[config.mk]
export PLATFORM = sky130hd
export DESIGN_NAME = button_debounce_hold_events_top
export DESIGN_NICKNAME = d
export VERILOG_FILES = /design/src/hdl/bdhe_pkg.sv /design/src/hdl/bdhe_lane.sv /design/src/hdl/bdhe_select.sv /design/src/hdl/button_debounce_hold_events_top.sv
export SDC_FILE = /design/constraint.sdc
export NUM_CORES = 1
export LEC_CHECK = 0
export BUFFER_PORTS_ARGS = -buffer_cell sky130_fd_sc_hd__buf_4
export CORE_ASPECT_RATIO = 1.4
export CORE_UTILIZATION = 50
export CTS_CLUSTER_DIAMETER = 60
export DETAILED_ROUTE_END_ITERATION = 8
export MAX_ROUTING_LAYER = met4
export PLACE_DENSITY_LB_ADDON = 0.2
export REMOVE_ABC_BUFFERS = 1
export SETUP_SLACK_MARGIN = 0.02
export SLEW_MARGIN = 0
export SYNTH_ARGS = -nofsm -noshare
export SYNTH_HDL_FRONTEND = slang
export SYNTH_SLANG_ARGS = --single-unit
[constraint.sdc]
create_clock -name clk -period 6.6 [get_ports clk]
set_clock_uncertainty 0.05 [all_clocks]
set_input_delay 0.99 -clock clk [delete_from_list [all_inputs] [get_ports clk]]
set_output_delay 0.99 -clock clk [all_outputs]
set_load 0.01 [all_outputs]
[src/hdl/bdhe_pkg.sv]
// Shared types and constants for the button debounce and hold event block.
`timescale 1ns / 1ps

package bdhe_pkg;

  // Button lanes built, width of the per-button fields, and selector ranges
  localparam int BUTTONS  = 8;
  localparam int FIELD_W  = 8;
  localparam int CONTROLS = 2;
  localparam int TUNINGS  = 8;

  localparam int CNT_W   = 16;
  localparam int CTRL_W  = 4;
  localparam int PRIOR_W = 5;
  localparam int TUNE_W  = 4;
  localparam int BTN_W   = 4;
  localparam int KIND_W  = 3;
  localparam int CFG_IDX_W = 2;

  // Buttons with a role beyond debouncing
  localparam int KEY_PREV = 0;
  localparam int KEY_NEXT = 1;
  localparam int KEY_A    = 2;
  localparam int KEY_B    = 3;

  // Button value reported when no event is recorded
  localparam logic signed [BTN_W-1:0] BTN_NONE = -BTN_W'(1);

  typedef enum logic [KIND_W-1:0] {
    KIND_NONE      = 3'd0,
    KIND_HOLD_CONT = 3'd1,
    KIND_HOLD_INST = 3'd2,
    KIND_PRESS     = 3'd3,
    KIND_RELEASE   = 3'd4
  } kind_t;

  typedef enum logic [CFG_IDX_W-1:0] {
    CFG_DEBOUNCE  = 2'd0,
    CFG_HOLD_TH   = 2'd1,
    CFG_HOLD_LIM  = 2'd2
  } cfg_idx_t;

  typedef struct packed {
    logic [CNT_W-1:0] debounce_threshold;
    logic [CNT_W-1:0] hold_threshold;
    logic [CNT_W-1:0] hold_limit;
  } cfg_t;

  // Events of one button for one item; kind is the last one recorded
  typedef struct packed {
    logic  press;
    logic  release_ev;
    logic  hold_inst;
    logic  hold_cont;
    kind_t kind;
  } lane_evt_t;

  // Per-item status from the selector logic
  typedef struct packed {
    logic clear;
    logic tuned;
  } sel_stat_t;

endpackage

[src/hdl/bdhe_lane.sv]
// One button lane: mismatch and hold counters, clean level and events.
`timescale 1ns / 1ps

module bdhe_lane (
  input  logic               clk,
  input  logic               rst,
  input  logic               adv,
  input  logic               raw,
  input  bdhe_pkg::cfg_t     cfg,
  output bdhe_pkg::lane_evt_t evt,
  output logic               clean
);

  logic                         accepted;
  logic [bdhe_pkg::CNT_W-1:0]   mismatch;
  logic [bdhe_pkg::CNT_W-1:0]   hold;
  logic [bdhe_pkg::CNT_W-1:0]   mismatch_inc;
  logic [bdhe_pkg::CNT_W-1:0]   hold_inc;
  logic                         flip;

  always_comb begin
    mismatch_inc = mismatch;
    if (raw != accepted && mismatch != '1) begin
      mismatch_inc = mismatch + 1'b1;
    end
    hold_inc = hold;
    if (hold < cfg.hold_limit) begin
      hold_inc = hold + 1'b1;
    end
    flip = !(mismatch_inc < cfg.debounce_threshold);

    evt.hold_cont  = clean;
    evt.hold_inst  = !flip && (hold_inc >= cfg.hold_threshold) && clean;
    evt.press      = flip && raw;
    evt.release_ev = flip && !raw;
    if (flip) begin
      evt.kind = raw ? bdhe_pkg::KIND_PRESS : bdhe_pkg::KIND_RELEASE;
    end else if (evt.hold_inst) begin
      evt.kind = bdhe_pkg::KIND_HOLD_INST;
    end else if (clean) begin
      evt.kind = bdhe_pkg::KIND_HOLD_CONT;
    end else begin
      evt.kind = bdhe_pkg::KIND_NONE;
    end
  end

  always_ff @(posedge clk) begin
    if (rst) begin
      accepted <= 1'b0;
      clean    <= 1'b0;
      mismatch <= '0;
      hold     <= '0;
    end else if (adv) begin
      if (flip) begin
        accepted <= raw;
        clean    <= raw;
        mismatch <= '0;
        hold     <= '0;
      end else begin
        mismatch <= mismatch_inc;
        hold     <= hold_inc;
      end
    end
  end

endmodule

[src/hdl/bdhe_select.sv]
// Control and tuning selection, loading mark and last-event registers.
`timescale 1ns / 1ps

module bdhe_select (
  input  logic                                 clk,
  input  logic                                 rst,
  input  logic                                 adv,
  input  bdhe_pkg::lane_evt_t                  evt [bdhe_pkg::FIELD_W],
  output logic [bdhe_pkg::CTRL_W-1:0]          control_index,
  output logic [bdhe_pkg::PRIOR_W-1:0]         prior_control_index,
  output logic [bdhe_pkg::TUNE_W-1:0]          tuning_index,
  output logic                                 loading_flag,
  output logic signed [bdhe_pkg::BTN_W-1:0]    last_button,
  output bdhe_pkg::kind_t                      last_kind,
  output bdhe_pkg::sel_stat_t                  stat
);

  logic [bdhe_pkg::CTRL_W-1:0]        control_next;
  logic [bdhe_pkg::PRIOR_W-1:0]       prior_next;
  logic [bdhe_pkg::TUNE_W-1:0]        tuning_next;
  logic                               loading_next;
  logic signed [bdhe_pkg::BTN_W-1:0]  last_button_next;
  bdhe_pkg::kind_t                    last_kind_next;

  always_comb begin
    control_next     = control_index;
    prior_next       = prior_control_index;
    tuning_next      = tuning_index;
    loading_next     = loading_flag;
    last_button_next = last_button;
    last_kind_next   = last_kind;
    stat.clear       = 1'b0;
    stat.tuned       = 1'b0;

    // Latest button with any event wins
    for (int i = 0; i < bdhe_pkg::FIELD_W; i++) begin
      if (evt[i].kind != bdhe_pkg::KIND_NONE) begin
        last_button_next = bdhe_pkg::BTN_W'(i);
        last_kind_next   = evt[i].kind;
      end
    end

    if (evt[bdhe_pkg::KEY_PREV].press) begin
      prior_next   = bdhe_pkg::PRIOR_W'(control_index);
      control_next = (control_index == '0) ? bdhe_pkg::CTRL_W'(bdhe_pkg::CONTROLS - 1)
                                           : control_index - 1'b1;
      stat.clear   = 1'b1;
    end else if (evt[bdhe_pkg::KEY_NEXT].press) begin
      prior_next   = bdhe_pkg::PRIOR_W'(control_index);
      control_next = (control_index >= bdhe_pkg::CTRL_W'(bdhe_pkg::CONTROLS - 1)) ? '0
                                           : control_index + 1'b1;
      stat.clear   = 1'b1;
    end

    if (stat.clear) begin
      loading_next     = 1'b1;
      last_button_next = bdhe_pkg::BTN_NONE;
      last_kind_next   = bdhe_pkg::KIND_NONE;
    end else begin
      if (evt[bdhe_pkg::KEY_A].press) begin
        tuning_next = (tuning_next == '0) ? bdhe_pkg::TUNE_W'(bdhe_pkg::TUNINGS - 1)
                                          : tuning_next - 1'b1;
        stat.tuned  = 1'b1;
      end
      if (evt[bdhe_pkg::KEY_B].press) begin
        tuning_next = (tuning_next >= bdhe_pkg::TUNE_W'(bdhe_pkg::TUNINGS - 1)) ? '0
                                          : tuning_next + 1'b1;
        stat.tuned  = 1'b1;
      end
    end
  end

  always_ff @(posedge clk) begin
    if (rst) begin
      control_index       <= '0;
      prior_control_index <= bdhe_pkg::PRIOR_W'(bdhe_pkg::CONTROLS);
      tuning_index        <= '0;
      loading_flag        <= 1'b0;
      last_button         <= bdhe_pkg::BTN_NONE;
      last_kind           <= bdhe_pkg::KIND_NONE;
    end else if (adv) begin
      control_index       <= control_next;
      prior_control_index <= prior_next;
      tuning_index        <= tuning_next;
      loading_flag        <= loading_next;
      last_button         <= last_button_next;
      last_kind           <= last_kind_next;
    end
  end

endmodule

[src/hdl/button_debounce_hold_events_top.sv]
// Top level of the button debouncer with hold events and control/tuning selection.
`timescale 1ns / 1ps

// Each input item is one scan tick of raw button levels; each tick yields
// exactly one result item. An item is registered on acceptance and processed
// when it advances out of the holding register, which it does once the result
// register is free or being taken; then the per-button counters, the clean
// levels and the selector registers update together and the event masks load
// into the result register, which raises out_valid. One item is taken every
// cycle as long as the result side keeps up (the result register frees as it
// is taken). The per-button mismatch and hold compare chain sets the cycle
// time. Configuration writes are always ready and take effect at once; write
// them only while no item is in flight. A write to register index 3 is ignored.
module button_debounce_hold_events_top (
  input  logic                                 clk,
  input  logic                                 rst,
  // Configuration write channel
  input  logic                                 cfg_valid,
  output logic                                 cfg_ready,
  input  logic [bdhe_pkg::CFG_IDX_W-1:0]       cfg_index,
  input  logic [bdhe_pkg::CNT_W-1:0]           cfg_data,
  // Input channel
  input  logic                                 in_valid,
  output logic                                 in_ready,
  input  logic [bdhe_pkg::FIELD_W-1:0]         raw_buttons,
  // Result channel
  output logic                                 out_valid,
  input  logic                                 out_ready,
  output logic [bdhe_pkg::FIELD_W-1:0]         press_mask,
  output logic [bdhe_pkg::FIELD_W-1:0]         release_mask,
  output logic [bdhe_pkg::FIELD_W-1:0]         hold_instant_mask,
  output logic [bdhe_pkg::FIELD_W-1:0]         hold_continuous_mask,
  output logic [bdhe_pkg::FIELD_W-1:0]         clean_buttons,
  output logic [bdhe_pkg::CTRL_W-1:0]          control_index,
  output logic [bdhe_pkg::PRIOR_W-1:0]         prior_control_index,
  output logic [bdhe_pkg::TUNE_W-1:0]          tuning_index,
  output logic                                 tuning_changed,
  output logic                                 loading_flag,
  output logic signed [bdhe_pkg::BTN_W-1:0]    last_event_button,
  output logic [bdhe_pkg::KIND_W-1:0]          last_event_kind
);

  bdhe_pkg::cfg_t                  cfg;
  logic                            stage_valid;
  logic [bdhe_pkg::FIELD_W-1:0]    stage_raw;
  logic                            adv;
  bdhe_pkg::lane_evt_t             evt [bdhe_pkg::FIELD_W];
  bdhe_pkg::sel_stat_t             stat;
  bdhe_pkg::kind_t                 last_kind;
  logic [bdhe_pkg::FIELD_W-1:0]    press_vec;
  logic [bdhe_pkg::FIELD_W-1:0]    release_vec;
  logic [bdhe_pkg::FIELD_W-1:0]    inst_vec;
  logic [bdhe_pkg::FIELD_W-1:0]    cont_vec;

  // Configuration registers
  assign cfg_ready = 1'b1;

  always_ff @(posedge clk) begin
    if (rst) begin
      cfg.debounce_threshold <= bdhe_pkg::CNT_W'(5);
      cfg.hold_threshold     <= bdhe_pkg::CNT_W'(200);
      cfg.hold_limit         <= bdhe_pkg::CNT_W'(200);
    end else if (cfg_valid) begin
      unique case (bdhe_pkg::cfg_idx_t'(cfg_index))
        bdhe_pkg::CFG_DEBOUNCE: cfg.debounce_threshold <= cfg_data;
        bdhe_pkg::CFG_HOLD_TH:  cfg.hold_threshold     <= cfg_data;
        bdhe_pkg::CFG_HOLD_LIM: cfg.hold_limit         <= cfg_data;
        default: ;
      endcase
    end
  end

  // Advance the held item when the result register is free or being taken
  assign adv      = stage_valid && (!out_valid || out_ready);
  assign in_ready = !stage_valid || adv;

  always_ff @(posedge clk) begin
    if (rst) begin
      stage_valid <= 1'b0;
    end else if (in_ready) begin
      stage_valid <= in_valid;
    end
  end

  always_ff @(posedge clk) begin
    if (in_valid && in_ready) begin
      stage_raw <= raw_buttons;
    end
  end

  // Per-button lanes; field bits past the built buttons stay quiet
  for (genvar gi = 0; gi < bdhe_pkg::FIELD_W; gi++) begin : g_lane
    if (gi < bdhe_pkg::BUTTONS) begin : g_on
      bdhe_lane u_lane (
        .clk   (clk),
        .rst   (rst),
        .adv   (adv),
        .raw   (stage_raw[gi]),
        .cfg   (cfg),
        .evt   (evt[gi]),
        .clean (clean_buttons[gi])
      );
    end else begin : g_off
      assign evt[gi]           = '{press: 1'b0, release_ev: 1'b0, hold_inst: 1'b0,
                                   hold_cont: 1'b0, kind: bdhe_pkg::KIND_NONE};
      assign clean_buttons[gi] = 1'b0;
    end
    assign press_vec[gi]   = evt[gi].press;
    assign release_vec[gi] = evt[gi].release_ev;
    assign inst_vec[gi]    = evt[gi].hold_inst;
    assign cont_vec[gi]    = evt[gi].hold_cont;
  end

  // Selector state updates in the same cycle as the lanes. The clean levels
  // and the selector registers change only when a result loads, so they are
  // driven straight from the state registers.
  bdhe_select u_select (
    .clk                 (clk),
    .rst                 (rst),
    .adv                 (adv),
    .evt                 (evt),
    .control_index       (control_index),
    .prior_control_index (prior_control_index),
    .tuning_index        (tuning_index),
    .loading_flag        (loading_flag),
    .last_button         (last_event_button),
    .last_kind           (last_kind),
    .stat                (stat)
  );

  assign last_event_kind = last_kind;

  // Result register: drop all masks of a tick that changed the control
  always_ff @(posedge clk) begin
    if (rst) begin
      out_valid <= 1'b0;
    end else if (adv) begin
      out_valid <= 1'b1;
    end else if (out_ready) begin
      out_valid <= 1'b0;
    end
  end

  always_ff @(posedge clk) begin
    if (adv) begin
      press_mask           <= stat.clear ? '0 : press_vec;
      release_mask         <= stat.clear ? '0 : release_vec;
      hold_instant_mask    <= stat.clear ? '0 : inst_vec;
      hold_continuous_mask <= stat.clear ? '0 : cont_vec;
      tuning_changed       <= stat.tuned;
    end
  end

endmodule

==> results of run 1 <==
-- through the flow --
stage          utilization  area, um^2  total power, mW  setup TNS (ps)  worst slack (ps)
2_1_floorplan            -       27600             2.76         -204080             -1900
3_3_place_gp         0.534       29700             3.03               0              1200
3_5_place_dp         0.534       29700             3.05               0              1140
4_1_cts              0.560       31200             5.57               0              1100
5_1_grt              0.560       31200             5.72               0               703
6_report             0.560       31200             5.55               0              1010
-- power groups by stage --
stage,combinational [mW],clock (mW),sequential (mW)
final,0.634,2.54,2.38
after global routing,0.683,2.66,2.38
after CTS,0.623,2.56,2.38
after detailed placement,0.620,0,2.43
after global placement,0.603,0,2.43
after floorplan,0.338,0,2.42
-- sequential cells by signal (all words and copies together) (netlist names), 7 cells and up --
register and count:
g_lane.g_on.u_lane.hold 128, hold_continuous_mask 8, g_lane.g_on.u_lane.mismatch 128, release_mask 8, g_lane.g_on.u_lane.clean 7, hold_instant_mask 8, stage_raw 8, press_mask 8
cfg 48
-- synth_stat cells, types with 19 or more instances --
master / instances
nand3_1: 128
nor3_1: 60
xnor2_1: 164
edfxtp_1: 41
nor2_1: 283
nand4_1: 83
o31ai_1: 19
nor4_1: 19
nand3b_1: 20
a21o_1: 69
and3_1: 68
ha_1: 391
inv_1: 97
or3_1: 58
dfxtp_1: 334
a22oi_1: 74
nand2b_1: 33
xor2_1: 76
clkbuf_1: 138
a21oi_1: 306
o21ai_0: 216
o211ai_1: 29
nor2b_1: 24
nand2_1: 336
and4_1: 25
a31oi_1: 72
a211oi_1: 25
and2_1: 24
-- kinds of logic (layout without fill, tap and decap cells) --
kind of cell	after synthesis	count (layout)	synth area share
simple gates	1232	1232	0.216
compound gates	956	956	0.211
fa+ha+maj	391	391	0.173
flops	375	375	0.279
buf+inv	272	324	0.0384
xor+xnor	240	240	0.0741
mux	22	22	0.00852
other cells	2	5	0.000265
-- placed cells by master, fill, tap and decap left out, types with 12 or more instances in the layout --
master     Yosys  layout
ha_1         391     391
nand2_1      336     336
dfxtp_1      334     334
a21oi_1      306     305
nor2_1       283     282
o21ai_0      216     216
xnor2_1      164     164
buf_4         10     146
nand3_1      128     128
inv_1         97      95
nand4_1       83      83
xor2_1        76      76
a22oi_1       74      74
a31oi_1       72      72
a21o_1        69      69
and3_1        68      68
nor3_1        60      60
or3_1         58      58
clkbuf_16      0      45
edfxtp_1      41      41
nand2b_1      33      32
o211ai_1      29      29
a211oi_1      25      25
and4_1        25      25
nor2b_1       24      24
and2_1        24      24
nand3b_1      20      20
nor4_1        19      19
o31ai_1       19      19
o21a_1        18      18
or4_1         18      18
mux2_2        17      17
nor3b_1       18      17
a41oi_1       13      13
o41ai_1       12      12
-- final cells by class --
class,instances,area [um^2],share of cell area
inverters,98,370,0.0119
diodes,1,2.50,0.0000803
well taps,728,911,0.0292
clock inverters,24,244,0.00783
clock buffers,55,1210,0.0390
repair buffers,147,1110,0.0356
multi-input cells,2845,19400,0.622
flip-flops and latches,375,7920,0.254
-- metal layers --
metal,GRT usage,vias up,share of wire
li1,-,12894,-
met1,0.378,13122,0.39
met2,0.550,1138,0.47
met3,0.0444,368,0.062
met4,0.239,0,0.075
met5,-,-,0
-- worst paths after layout --
| path | from | end | depth (start not counted) |
|---|---|---|---|
| setup / recovery | g_lane[0].g_on.u_lane.clean | g_lane[0].g_on.u_lane.hold[12] | 18 |
| hold / removal | cfg[43] | cfg[43] | 2 |
| setup reg to reg | g_lane[0].g_on.u_lane.clean | g_lane[0].g_on.u_lane.hold[12] | 18 |
| hold reg to reg | cfg[43] | cfg[43] | 2 |
-- worst register-to-register path, cell delays in order (launching register included) --
cell	delay [ps]
dfxtp_1	520
xor2_1	280
o21a_1	290
nand2_1	150
or3_1	390
nor2_1	270
and3_1	330
nand3_1	140
xnor2_1	150
ha_1	300
nand4_1	160
nor4_1	280
o311ai_0	160
o211ai_1	280
buf_4	420
or2_0	550
nor2_1	350
a41oi_1	320
a31oi_1	50
==> flow_summary.toml, run 1 <==
[power]
ir_drop_mv = 0.176
seqPwrFrac = 0.429
p_switching_mw = 1.58
leakage_nw = 12.9
p_comb_frac = 0.114
p_per_area_nw_per_um2 = 178
p_int_mw = 3.98
switching_share = 0.284
clkPwrFrac = 0.457

[synthesis]
yosysWarnings = 0
yosysTopAreaCellShare = 0.236
synth_cell_types = 87
synth_area_leaders = "dfxtp_1, ha_1, a21oi_1, xnor2_1, nand2_1"
synth_edf_count = 41
ys_seq_area_frac = 0.279
ys.flop_type = "dfxtp_1"
synthCells = 3490
syn-mean-instance-area_um2 = 8.12
yosysTopAreaCell = "dfxtp_1"
synth-async-reset-ratio = 0
synth_area_um2 = 28400
synth_seq_cells = 375

[cts]
clockRootBuffer = "clkbuf_16"
h-tree-depth = 2
worstSkewPairLatency_ps = 610
clk_pin_slew_ps = 60
numCtsBuffers = 43
cts-resized-gates = 0
cts.sinks = 375
postCtsSetupRepairBufs = 0
clk_path_buf_depth = 3
cts_tree = "yes"
ctsHoldBuffers = 0

[floorplan]
die_x_um = 203
rows = 102
fp.dieH_um = 284
io_pins = 96
coreArea_um2 = 55600
initial_core_util = 0.510
design.die.area_um2 = 57700

[timing]
rsz0062_at_grt = "no"
report.final.hold_viol_count = 0
final_min_period_over_clock_period = 0.847
drv_slew = 0
holdWs_ps = 407
tightestPinTransition_ps = 1150
finalCriticalPeriod_ps = 5590
maxSlewHeadroom = 0.228
clock.fmax_mhz = 179
setup_viol = 0

[final_layout]
nFillCells = 5143
finalNetCount = 3932
fin_cells = 4273
synthToLayoutAreaGrowth_pct = 9.88
drive_gt1_frac = 0.0782

[worst_hold_path]
holdCritPathClass = "reg2reg"

[worst_setup_path]
reg2reg_slack_ps = 1010
slowest_stage = "or2_0"
path_cells = "xor2_1, o21a_1, nand2_1, or3_1, nor2_1, and3_1, nand3_1, xnor2_1, ha_1, nand4_1, nor4_1, o311ai_0, o211ai_1, buf_4, or2_0, nor2_1, a41oi_1, a31oi_1"
required_ps = 7010
cp.arrival_ps = 6000
critPathBufInv = 1
worst_setup_path_end_kind = "register"
critPathLaunchType = "register"
cp_common_cell = "nor2_1"
cp_top_family = "simple AND/OR/NAND/NOR gates"
criticalPathCategory = "reg2reg"
path_max_fanout = 26
slowest_delay_ps = 540

[global_route]
grt_antenna_before_repair = 1
grt_usage = 0.337
grt_start_max_net_pins = 88
grt_pass1_vias = 26829
grt_overflow = 0
grt_pass1_wl_mm = 148

[placement]
io_buffers = 93
dpl.hpwl_mm = 68.3
gp_congestion = 1.01
place_inst = 4193

[routing]
wl_per_cell_um = 22.6
first_pass_iters = 5
wl_mm = 96.4
drt_drc_violations_left = 0
vias_per_cell = 6.44
dr_total_vias = 27522
first_iter_violations = 2136
postRouteAntennaNets = 0

[flow_run]
maxCapViolCount = 0

[status]
status = "finished clean"
Note: power is estimated with default switching activity, not from simulation.
==> run 2, diff against run 1 <==
==> constraint.sdc (replaced) <==
create_clock -name clk -period 4.7 [get_ports clk]
set_clock_uncertainty 0.05 [all_clocks]
set_input_delay 0.705 -clock clk [delete_from_list [all_inputs] [get_ports clk]]
set_output_delay 0.705 -clock clk [all_outputs]
set_load 0.01 [all_outputs]
==> flow_summary.toml, run 2 (synthesis gave the netlist of run 1 again) <==
[power]
p_per_area_nw_per_um2 = 242
ir_drop_mv = 0.269
leakage_nw = 14.2

[timing]
fin_ws_ps = 110
rsz0062_at_grt = "yes"
drv_slew = 0
tightestPinTransition_ps = 1140
clock.fmax_mhz = 218
final_min_period_over_clock_period = 0.977
report.final.hold_viol_count = 0
setup_viol = 0
finalCriticalPeriod_ps = 4590
maxSlewHeadroom = 0.238

[floorplan]
fp.dieH_um = 284
rows = 102
coreArea_um2 = 55600
design.die.area_um2 = 57700
initial_core_util = 0.510
io_pins = 96
die_x_um = 203

[placement]
dpl.hpwl_mm = 72.0
place_ws_ps = -195
gp_congestion = 0.959
place_inst = 4370
io_buffers = 93

[final_layout]
layout_commonest_cell = "ha_1"
seqCellArea_um2 = 7940
multi_input_area_um2 = 19900
synthToLayoutAreaGrowth_pct = 18.3
nFillCells = 5052
drive_gt1_frac = 0.163
finalNetCount = 4142
postLayoutCoreUtil = 0.603
mostFrequentLayoutCells = "ha_1, buf_4, nand2_1"
fin_cells = 4485
reg_top3 = "g_lane.g_on.u_lane.hold (128), g_lane.g_on.u_lane.mismatch (128), cfg (48)"

[worst_setup_path]
cp.arrival_ps = 5020
critPathLaunchType = "register"
slowest_delay_ps = 310
slowest_stage = "dfxtp_1"
path_cells = "inv_1, buf_4, ha_1, o21a_1, o21ai_0, a21o_1, o31ai_1, o31ai_1, buf_4, and4_1, nand4_1, xnor2_1, ha_1, nand3_1, a21oi_1, a2111oi_1, o2bb2ai_1, a311o_1, nand4_1, o311a_1, a22o_1"
path_max_fanout = 12
reg2reg_slack_ps = 110
required_ps = 5130
ff2ff_path_depth = 21
worst_setup_path_end_kind = "register"
criticalPathCategory = "reg2reg"

[routing]
drt_drc_violations_left = 0
first_pass_iters = 6
wl_per_cell_um = 22.3
wl_mm = 100
postRouteAntennaNets = 0
dr_total_vias = 28379
first_iter_violations = 2125
vias_per_cell = 6.33

[status]
status = "finished clean"

[worst_hold_path]
holdPathStages = 1
holdCritPathClass = "in2reg"

[cts]
worstSkewPairLatency_ps = 590
clockRootBuffer = "clkbuf_16"
numCtsBuffers = 44
clk_pin_slew_ps = 60
cts_tree = "yes"
clk_path_buf_depth = 3
ctsHoldBuffers = 0
h-tree-depth = 2
cts.sinks = 375

[global_route]
grt_pass1_vias = 27567
grt_antenna_before_repair = 3
grt_usage = 0.345
grt_start_max_net_pins = 162
grt_pass1_wl_mm = 152
grt_overflow = 0

[flow_run]
maxCapViolCount = 0
==> run 2: area by class of cell <==
class | instances | area share
Clock inverter | 23 | 0.00940
Sequential cell | 375 | 0.237
Clock buffer | 59 | 0.0369
Antenna cell | 1 | 0.0000746
Inverter | 98 | 0.0113
Timing Repair Buffer | 355 | 0.0842
Tap cell | 728 | 0.0271
Multi-Input combinational cell | 2846 | 0.594
==> run 2: path summary, 6_finish.rpt <==
kind                                endpoint                            start
max                    u_select.last_kind[1]                           cfg[7]
min                             stage_raw[6]                   raw_buttons[6]
min reg2reg  u_select.prior_control_index[2]  u_select.prior_control_index[2]
max reg2reg            u_select.last_kind[1]                           cfg[7]
==> run 2: stage by stage <==
step	area, um^2	power (mW)	hold slack, ps	setup TNS [ps]
after floorplan	27600	3.88	380	-554660
after global placement	31100	4.32	391	-158
after detailed placement	31100	4.35	396	-551
after CTS	32700	8.09	223	-12.9
after global routing	33600	8.35	233	-350
final	33600	8.11	245	0
==> run 2: metal layers <==
layer	wire length (um)	global-route usage	part of all wire	vias to the layer above
met5	0	-	0	-
met4	8060	0.246	0.081	0
met3	7350	0.0545	0.074	423
met2	47300	0.566	0.47	1224
met1	37300	0.378	0.37	13424
li1	-	-	-	13308
==> run 2: critical path: cells and delay by family, from the launching register on <==
family / cells / cell delay (ps)
AOI/OAI and AO/OA: 11 / 2050
and+or+nand+nor: 4 / 650
adders and majority gates: 2 / 510
xor gates and xnor gates: 1 / 230
DFF: 1 / 310
buffers and inverters: 3 / 710
==> run 2: power by group <==
| part | switching (mW) | internal, mW | total, mW |
|---|---|---|---|
| Clock | 1.51 | 2.25 | 3.76 |
| Combinational | 0.647 | 0.357 | 1.00 |
| Sequential | 0.0544 | 3.29 | 3.34 |
| Total | 2.22 | 5.89 | 8.11 |
==> run 2: repair_timing <==
| action | CTS | global route |
|---|---|---|
| endpoints found under the setup margin | 20 | 184 |
| pin swaps | 5 | 66 |
| gates cloned | 0 | 4 |
| resized for setup | 8 | 161 |
| buffers inserted | 2 | 26 |
